$ cat config.mk
export PLATFORM = sky130hd
export DESIGN_NAME = wildcard_glob_matcher
export DESIGN_NICKNAME = d
export VERILOG_FILES = /design/src/hdl/wgm_pkg.sv /design/src/hdl/wgm_step.sv /design/src/hdl/wildcard_glob_matcher.sv
export SDC_FILE = /design/constraint.sdc
export NUM_CORES = 1
export LEC_CHECK = 0
export BUFFER_PORTS_ARGS = -buffer_cell sky130_fd_sc_hd__buf_2
export CAP_MARGIN = 10
export CORE_ASPECT_RATIO = 2
export CORE_MARGIN = 2
export CORE_UTILIZATION = 50
export CTS_CLUSTER_DIAMETER = 50
export CTS_CLUSTER_SIZE = 20
export DETAILED_ROUTE_END_ITERATION = 12
export GPL_ROUTABILITY_DRIVEN = 0
export PLACE_DENSITY = 0.75
export SETUP_SLACK_MARGIN = 0.02
export SYNTH_ARGS = -nofsm -noshare
export SYNTH_HDL_FRONTEND = slang
export SYNTH_HIERARCHICAL = 1
export SYNTH_SLANG_ARGS = --single-unit
$ cat constraint.sdc
create_clock -name i_clk -period 4.2 [get_ports i_clk]
set_clock_uncertainty 0.15 [all_clocks]
set_input_delay 0.42 -clock i_clk [delete_from_list [all_inputs] [get_ports i_clk]]
set_output_delay 0.42 -clock i_clk [all_outputs]
set_load 0.02 [all_outputs]
$ cat src/hdl/wgm_pkg.sv
package wgm_pkg;

    typedef enum logic [1:0] {
        FUNC_APPEND  = 2'd0,
        FUNC_SUBJECT = 2'd1,
        FUNC_END     = 2'd2,
        FUNC_CLEAR   = 2'd3
    } t_func;

    localparam int CODE_ANY_ONE = 63;   // '?'
    localparam int CODE_ANY_RUN = 42;   // '*'
    localparam int FOLD_LOW     = 97;   // 'a'
    localparam int FOLD_HIGH    = 122;  // 'z'
    localparam int FOLD_DIST    = 32;

    function automatic logic [31:0] fold_char(input logic [31:0] c, input logic fold);
        logic [31:0] r;
        r = c;
        if (fold && c >= 32'(FOLD_LOW) && c <= 32'(FOLD_HIGH)) begin
            r = c - 32'(FOLD_DIST);
        end
        return r;
    endfunction

endpackage

$ cat src/hdl/wgm_step.sv
module wgm_step #(
    parameter int PATTERN_MAX = 32,
    parameter int CHAR_BITS   = 16
) (
    input  logic [PATTERN_MAX:0]    i_live,
    input  logic [CHAR_BITS-1:0]    i_store [PATTERN_MAX],
    input  logic [PATTERN_MAX-1:0]  i_used,
    input  logic [CHAR_BITS-1:0]    i_code,
    input  logic                    i_case_fold,
    output logic [PATTERN_MAX:0]    o_closed,
    output logic [PATTERN_MAX:0]    o_next
);
    import wgm_pkg::*;

    logic [PATTERN_MAX:0]   star;
    logic [PATTERN_MAX:0]   gen;
    logic [PATTERN_MAX:0]   sum;
    logic [PATTERN_MAX-1:0] hit;
    logic [PATTERN_MAX-1:0] stay;
    logic [31:0]            sc;

    always_comb begin
        star = '0;
        for (int i = 0; i < PATTERN_MAX; i++) begin
            star[i] = i_used[i] && (i_store[i] == CHAR_BITS'(CODE_ANY_RUN));
        end
    end

    // Star runs propagate like a carry: generate = live star, propagate = star.
    assign gen      = i_live & star;
    assign sum      = star + gen;
    assign o_closed = i_live | (sum ^ star ^ gen);

    assign sc = fold_char(32'(i_code), i_case_fold);

    always_comb begin
        for (int i = 0; i < PATTERN_MAX; i++) begin
            stay[i] = o_closed[i] && star[i];
            hit[i]  = i_used[i] && o_closed[i] && !star[i] &&
                      ((i_store[i] == CHAR_BITS'(CODE_ANY_ONE)) ||
                       (fold_char(32'(i_store[i]), i_case_fold) == sc));
        end
    end

    assign o_next = {hit, 1'b0} | {1'b0, stay};

endmodule

$ cat src/hdl/wildcard_glob_matcher.sv
// Anchored glob matcher with '?' and '*'. Load the pattern with append transfers
// (func 0), stream subject characters (func 1), then end the subject (func 2),
// which returns one result with matched and pattern_overflow and rearms the
// matcher; func 3 clears the pattern. Every item passes through the input
// register and then the evaluation stage, which updates the live-position
// vector: a new item is taken every clock, since the vector update (compares
// per position plus a carry-style star closure across the PATTERN_MAX
// positions) is combinational. Only end-of-subject items wait on the result register.
module wildcard_glob_matcher #(
    parameter int PATTERN_MAX = 32,
    parameter int CHAR_BITS   = 16
) (
    input  logic        i_clk,
    input  logic        i_rst_n,
    input  logic        i_cfg_we,
    input  logic        i_cfg_wdata,
    input  logic        i_in_valid,
    output logic        o_in_ready,
    input  logic [1:0]  i_func,
    input  logic [15:0] i_char_code,
    output logic        o_out_valid,
    input  logic        i_out_ready,
    output logic        o_matched,
    output logic        o_pattern_overflow
);
    import wgm_pkg::*;

    localparam int LEN_W = $clog2(PATTERN_MAX + 1);

    logic                   r_fold;
    logic                   r_in_valid;
    t_func                  r_func;
    logic [CHAR_BITS-1:0]   r_code;
    logic [CHAR_BITS-1:0]   r_store [PATTERN_MAX];
    logic [LEN_W-1:0]       r_len;
    logic [PATTERN_MAX:0]   r_live;
    logic                   r_ovf;
    logic                   r_out_valid;
    logic                   r_matched;
    logic                   r_out_ovf;

    logic [31:0]            code_wide;
    logic [PATTERN_MAX-1:0] used;
    logic [PATTERN_MAX:0]   closed;
    logic [PATTERN_MAX:0]   next_live;
    logic                   advance;

    assign code_wide = {16'b0, i_char_code};

    always_comb begin
        for (int i = 0; i < PATTERN_MAX; i++) begin
            used[i] = LEN_W'(i) < r_len;
        end
    end

    wgm_step #(
        .PATTERN_MAX (PATTERN_MAX),
        .CHAR_BITS   (CHAR_BITS)
    ) u_step (
        .i_live      (r_live),
        .i_store     (r_store),
        .i_used      (used),
        .i_code      (r_code),
        .i_case_fold (r_fold),
        .o_closed    (closed),
        .o_next      (next_live)
    );

    assign advance    = r_in_valid && (r_func != FUNC_END || !r_out_valid || i_out_ready);
    assign o_in_ready = !r_in_valid || advance;

    assign o_out_valid        = r_out_valid;
    assign o_matched          = r_matched;
    assign o_pattern_overflow = r_out_ovf;

    always_ff @(posedge i_clk) begin
        if (!i_rst_n) begin
            r_fold <= 1'b0;
        end else if (i_cfg_we) begin
            r_fold <= i_cfg_wdata;
        end
    end

    always_ff @(posedge i_clk) begin
        if (!i_rst_n) begin
            r_in_valid <= 1'b0;
        end else if (o_in_ready) begin
            r_in_valid <= i_in_valid;
        end
    end

    always_ff @(posedge i_clk) begin
        if (i_in_valid && o_in_ready) begin
            r_func <= t_func'(i_func);
            r_code <= code_wide[CHAR_BITS-1:0];
        end
    end

    always_ff @(posedge i_clk) begin
        if (advance && r_func == FUNC_APPEND && r_len < LEN_W'(PATTERN_MAX)) begin
            for (int i = 0; i < PATTERN_MAX; i++) begin
                if (r_len == LEN_W'(i)) begin
                    r_store[i] <= r_code;
                end
            end
        end
    end

    always_ff @(posedge i_clk) begin
        if (!i_rst_n) begin
            r_len  <= '0;
            r_live <= (PATTERN_MAX + 1)'(1);
            r_ovf  <= 1'b0;
        end else if (advance) begin
            case (r_func)
                FUNC_APPEND: begin
                    if (r_len < LEN_W'(PATTERN_MAX)) begin
                        r_len <= r_len + LEN_W'(1);
                    end else begin
                        r_ovf <= 1'b1;
                    end
                end
                FUNC_SUBJECT: begin
                    r_live <= next_live;
                end
                FUNC_END: begin
                    r_live <= (PATTERN_MAX + 1)'(1);
                end
                FUNC_CLEAR: begin
                    r_len  <= '0;
                    r_ovf  <= 1'b0;
                    r_live <= (PATTERN_MAX + 1)'(1);
                end
                default: begin
                    r_live <= r_live;
                end
            endcase
        end
    end

    always_ff @(posedge i_clk) begin
        if (!i_rst_n) begin
            r_out_valid <= 1'b0;
        end else if (advance && r_func == FUNC_END) begin
            r_out_valid <= 1'b1;
        end else if (i_out_ready) begin
            r_out_valid <= 1'b0;
        end
    end

    always_ff @(posedge i_clk) begin
        if (advance && r_func == FUNC_END) begin
            r_matched <= closed[r_len];
            r_out_ovf <= r_ovf;
        end
    end

endmodule
==> flow_summary.toml, run 1 <==
[run_status]
status = "finished, final reports clean"

[power_and_ir_drop]
power_frac_comb_pct = 7.8
power_density_nw_per_um2 = 290
power.leakage_nw = 13.1
p_seq_share_pct = 55.3
clkPwrFrac_pct = 36.8
power_mw = 11.4
ir_drop_uv = 442
p_int_mw = 8.60
p_sw_mw = 2.75
swShare_pct = 24.2

[cts]
clk_latency_ns = 0.62
clock-sinks = 575
cts_htree_levels = 2
cts.path.max_buffers = 3
root_buffer = "clkbuf_16"
clk_pin_slew_worst_paths_ns = 0.08
cts_tree = "done"
cts_buffers = 43

[final_layout]
multiInputGateArea_um2 = 16300
seq_area_um2 = 16800
layout-drive-gt1-share_pct = 14.9
fillers = 5393
area_growth_pct = 15.3
fin_area_um2 = 39100
layout.nets = 3553

[floorplanning]
fp-row-count = 135
die_area_um2 = 70100
ios = 28
die_w_um = 188
core_um2 = 67400
die_h_um = 372
start_util_pct = 50.4

[sta]
finalHoldViolCount = 0
fmax_mhz = 239
tightest_slew_ns = 1.17
final_max_slew_viol_count = 0
post-route-period-util_pct = 99.8
setup_viol = 0
final.min_clock_period_ns = 4.19
rsz0062_at_grt = "yes"
whs_ns = 0.0418
maxSlewHeadroom_pct = 21.8
setup_tns_ns = 0

[global_route]
overflow = 0
grt_pass1_vias = 28400
gr-usage-all-layers_pct = 31.2
grt_antenna_before_repair = 1
grt_pass1_wl_mm = 167
grt_max_degree = 65

[placed_design]
hpwl_mm = 76.7
portBuffers = 27
postPlaceCellArea_um2 = 37300

[route]
drt_iter0_drc = 3461
wl_per_cell_um = 25.4
firstDrtPassIters = 6
drt_wl_total_mm = 112
final_antenna_net_count = 0
vias = 29400
viasPerCell = 6.66
drc = 0

[synthesis]
synth-simple-area-share_pct = 20.4
ys_warn_count = 6
synth-adder-area-share_pct = 1.36
syn-num-nets = 3298
ys_ff_latch = 575
synth_top_flop_cell = "edfxtp_1"
synth_top_family_by_area = "simple AND/OR/NAND/NOR gates"
synthMuxAreaShare_pct = 1.09
synth_edf_count = 532
synthCells = 3237
seq_area_frac_synth_pct = 49.6
synthArstFlopShare_pct = 0
synth_cell_type_count = 111
synth_compound_area_share_pct = 12.9
yosys.area_share.xor_xnor_pct = 11.1
synthesis.area_um2 = 33900
syn_avg_cell_area_um2 = 10.5

[critical_path]
cp-end-kind = "flop"
critPathLaunchType = "flop"
required_ns = 4.53
r2r_slack_ns = 0.008
critPathKind = "flop to flop"
crit_fanout = 4
arrival_ns = 4.52

[worst_hold_path]
hp-class = "primary input to flop"

[job]
max-cap-violations = 0
[cells in the mapped netlist, types with 8 or more instances]
cell       number  area share (%)
o21ai_0        87             1.3
nand2b_1       27            0.50
nor3_1        163             2.4
nand3b_1       10            0.22
nand4b_1        8            0.21
o22ai_1        17            0.31
a32o_1         11            0.32
or2_2          17            0.31
nor4b_1        34            0.88
nor2_1        211             2.3
nor2b_1        10            0.18
or4_1          19            0.42
mux2i_1        28            0.83
nor3b_1        10            0.22
inv_1         154             1.7
nand3_1       128             1.9
or3_1          41            0.76
buf_2          42            0.62
ha_1           37             1.4
nand2_1       186             2.1
edfxtp_1      532              47
o41ai_1        15            0.39
buf_1          26            0.29
clkbuf_1       66            0.73
a31oi_1        49            0.90
nor4_1        113             2.1
a2111oi_0      10            0.26
and2_1         35            0.65
and3_1         28            0.52
o211ai_1       25            0.55
o31ai_1        35            0.77
a41oi_1        12            0.31
xnor2_1       256             6.6
xor2_1        173             4.5
dfxtp_1        43             2.5
and3b_1        19            0.49
a21o_1         26            0.58
nand4_1       118             2.2
a21oi_1       127             1.9
and4_1         26            0.67
o21bai_1       13            0.29
a211oi_1       22            0.49
a21boi_1       34            0.75
[layout by cell type, fill, tap and decap left out, types with 85 or more instances in the layout]
cell and instances:
inv_1 153, nand2_1 186, o21ai_0 85, xnor2_1 256
edfxtp_1 532, nor3_1 156, nor4_1 102, xor2_1 173
buf_4 277, nand3_1 128, nor2_1 209, nand4_1 118
a21oi_1 127
[cells by family after synthesis]
kind of cell | count (synthesis)
mux | 33
xor+xnor | 429
flops | 575
buf+inv | 295
compound gates | 622
simple gates | 1246
fa+ha+maj | 37
[area by class of cell]
type	instances	share of cell area (%)
well taps	890	2.85
multi-input cells	2367	41.6
inverters	155	1.49
clock inverters	19	0.483
diodes	1	0.00639
repair buffers	350	7.53
flip-flops and latches	575	43.0
clock buffers	57	3.01
[power by group through the flow]
stage                     logic, mW  registers, mW  clock network (mW)
final                         0.890           6.28                4.18
after global routing          0.919           6.28                4.39
after CTS                     0.860           6.28                4.21
after detailed placement      0.841           6.41                   0
after global placement        0.824           6.41                   0
after floorplan               0.428           6.43                   0
[metrics by stage]
stage	utilization, %	worst slack, ns	std cells
3_3_place_gp	55.4	-0.0482	4315
2_1_floorplan	-	0.110	3237
5_1_grt	58.1	-0.159	4413
3_5_place_dp	55.4	-0.0937	4315
6_report	58.1	0.00793	4414
4_1_cts	57.8	0.0227	4411
[routing by layer]
metal | wire length (um) | global-route usage [%] | share of wire (%) | up-vias
met5 | 0 | 0 | 0 | -
li1 | - | - | - | 12800
met3 | 11600 | 5.65 | 10 | 549
met4 | 9750 | 22.8 | 8.7 | 0
met2 | 50700 | 50.1 | 45 | 1989
met1 | 40000 | 37.6 | 36 | 14000
[flip-flops by register name (all words and copies together) (netlist names)]
register / count
r_len: 6
o_pattern_overflow: 1
o_out_valid: 1
r_func: 2
r_in_valid: 1
r_fold: 1
r_store: 512
o_matched: 1
r_live: 33
r_code: 16
r_ovf: 1
[worst max-delay path: stages, from the launching register on]
cell and delay (ns):
edfxtp_1 0.44, or4b_2 0.77, nor4_2 0.26, nand4_1 0.22
or2_2 0.35, nor3_1 0.38, o211ai_4 0.16, o311ai_1 0.32
a211o_2 0.16, mux2i_1 0.06, mux4_2 0.49, o22ai_2 0.14
nor3_2 0.06, o21ai_2 0.10
[worst paths after layout]
path,startpoint,endpoint,depth (start not counted)
setup / recovery,r_store[215],o_matched,13
hold / removal,i_out_ready,o_out_valid,3
setup reg to reg,r_store[215],o_matched,13
hold reg to reg,r_live[30],r_live[30],2
[what timing repair did]
item / 4_1_cts / 5_1_grt
buffers inserted: 1 / 2
hold buffers: 19 / 0
setup endpoints to repair: 1 / 8
endpoints found under the hold margin: 19 / 0
pin swaps: 3 / 6
gates resized for setup: 6 / 32
Power figures use the tool's default switching activity.
==> run 2, diff against run 1 <==
--- a/config.mk
+++ b/config.mk
@@ -9,5 +9,4 @@
 export CAP_MARGIN = 10
 export CORE_ASPECT_RATIO = 2
-export CORE_MARGIN = 2
 export CORE_UTILIZATION = 50
 export CTS_CLUSTER_DIAMETER = 50
--- a/constraint.sdc
+++ b/constraint.sdc
@@ -3,3 +3,3 @@
 set_input_delay 0.42 -clock i_clk [delete_from_list [all_inputs] [get_ports i_clk]]
 set_output_delay 0.42 -clock i_clk [all_outputs]
-set_load 0.02 [all_outputs]
+set_load 0.05 [all_outputs]
==> run 2 against run 1 <==
The flow now finishes with violations (negative setup slack). Clock-buffer cell count is the same. Hold slack gained 0.28 ns. Flip-flop and latch count is the same. Cell count grew 0.16%. Combinational power is essentially flat. Fmax shrank 2.6%. Largest cell class unchanged. Largest power group unchanged.
==> flow_summary.toml, run 2 (synthesis gave the netlist of run 1 again) <==
[sta]
post-route-period-util_pct = 103
final_max_slew_viol_count = 0
rsz0062_at_grt = "yes"
final.min_clock_period_ns = 4.31
maxSlewHeadroom_pct = 25.4
fmax_mhz = 232
finalHoldViolCount = 0
tightest_slew_ns = 1.12
fin_ws_ns = -0.106
setup_viol = 1

[route]
vias = 29600
drc = 0
drt_wl_total_mm = 120
final_antenna_net_count = 0
viasPerCell = 6.70
drt_iter0_drc = 3045
wl_per_cell_um = 27.0
firstDrtPassIters = 6

[critical_path]
path_delay_family = "simple AND/OR/NAND/NOR gates"
slowest_stage = "or4b_4"
cp_common_cell = "or4b_4"
crit_fanout = 3
required_ns = 4.49
worstPathCellList = "or4b_4 -> or4b_4 -> nor4_4 -> buf_4 -> nand4_4 -> a211oi_4 -> nor3_1 -> o311ai_2 -> nor2_1 -> inv_1 -> mux2i_1 -> mux4_2 -> o22ai_2 -> nor3_2 -> o21ai_2"
path_buf_inv = 2
critPathLaunchType = "flop"
arrival_ns = 4.60
critPathKind = "flop to flop"
cp-end-kind = "flop"
slowest_delay_ns = 0.60

[placed_design]
hpwl_mm = 80.2
placed_cells = 4321
portBuffers = 27

[global_route]
overflow = 0
grt_pass1_vias = 29600
grt_antenna_before_repair = 6
gr-usage-all-layers_pct = 34.8
grt_pass1_wl_mm = 175
grt_max_degree = 65

[final_layout]
mostFrequentLayoutCell = "edfxtp_1"
regMostFlops = "r_store"
layout.nets = 3565
layout.cells.non_filler = 4421
area_growth_pct = 15.3
layout_common_cells = "532 x edfxtp_1, 295 x buf_4, 256 x xnor2_1"
fin_util_pct = 58.5
reg_top3 = "r_store (512), r_live (33), r_code (16)"
layout-drive-gt1-share_pct = 15.2
largest_reg_flops = 512

[floorplanning]
die_area_um2 = 69000
start_util_pct = 50.7
die_h_um = 370
fp-row-count = 134
ios = 28
die_w_um = 186
core_um2 = 66900

[cts]
cts_tree = "done"
clock-sinks = 575
clk_latency_ns = 0.59
cts_buffers = 38
clk_pin_slew_worst_paths_ns = 0.08
root_buffer = "clkbuf_16"
cts.path.max_buffers = 3
cts_htree_levels = 2

[worst_hold_path]
hp-class = "flop to flop"

[run_status]
violations = "negative setup slack"
status = "complete, but fails checks"

[power_and_ir_drop]
power_mw = 11.1
power.leakage_nw = 13.1
power_density_nw_per_um2 = 284
ir_drop_uv = 412

[job]
max-cap-violations = 0
## run 2: cell count changes in the layout (fill, tap and decap cells not counted), sizes merged
| cell | change |
|---|---|
| buf | +15 |
| bufinv | +2 |
| clkinv | -5 |
| diode | +3 |
| dlygate4sd3 | +2 |
| inv | -4 |
## run 2: repair_timing
| action | 4_1_cts | 5_1_grt |
|---|---|---|
| hold buffers | 21 | 0 |
| pin swaps | 5 | 14 |
| gates resized for setup | 9 | 47 |
| buffers inserted | 0 | 6 |
| endpoints found under the hold margin | 20 | 0 |
| setup endpoints to repair | 1 | 8 |
## run 2: worst register-to-register path, cell delays in order, from the launching register on
cell      delay, ns
edfxtp_1       0.40
or4b_4         0.57
or4b_4         0.60
nor4_4         0.24
buf_4          0.18
nand4_4        0.12
a211oi_4       0.36
nor3_1         0.13
o311ai_2       0.31
nor2_1         0.12
inv_1          0.08
mux2i_1        0.06
mux4_2         0.49
o22ai_2        0.20
nor3_2         0.06
o21ai_2        0.11
## run 2: metrics by stage
step	setup TNS [ns]	setup slack (ns)	cell area [um^2]	hold WS [ns]
after detailed placement	-0.0493	-0.0493	37400	0.312
after global placement	0	0.0196	37400	0.299
after CTS	0	0.0356	38800	0.308
after global routing	-0.177	-0.177	39100	0.341
final	-0.106	-0.106	39100	0.320
after floorplan	0	0.110	34000	0.277
## run 2: final cells by class
class	count	area, um^2
Fill cell	5456	27800
Clock buffer	57	1080
Tap cell	884	1110
Timing Repair Buffer	367	3020
Inverter	155	582
Sequential cell	575	16800
Antenna cell	4	10.0
Clock inverter	12	156
Multi-Input combinational cell	2367	16300
## run 2: layer usage
metal | up-vias | global-route usage (%) | share of wire (%)
met5 | - | 0 | 0.022
met4 | 4 | 31.3 | 11
met3 | 706 | 6.26 | 8.7
met2 | 1898 | 59.9 | 49
met1 | 14200 | 35.4 | 31
li1 | 12800 | - | -
## run 2: final timing paths
path | from | to | slack [ns] | cells past startpoint
setup / recovery | r_store[456] | o_matched | -0.11 | 15
hold / removal | r_live[32] | r_live[32] | 0.32 | 2
setup reg to reg | r_store[456] | o_matched | -0.11 | 15
hold reg to reg | r_live[32] | r_live[32] | 0.32 | 2
## run 2: report_power, final
group	switching (mW)	leakage (nW)	internal [mW]
registers	0.0229	5.14	6.26
clock network	2.00	0.600	1.96
logic	0.612	7.36	0.282
total	2.63	13.1	8.49
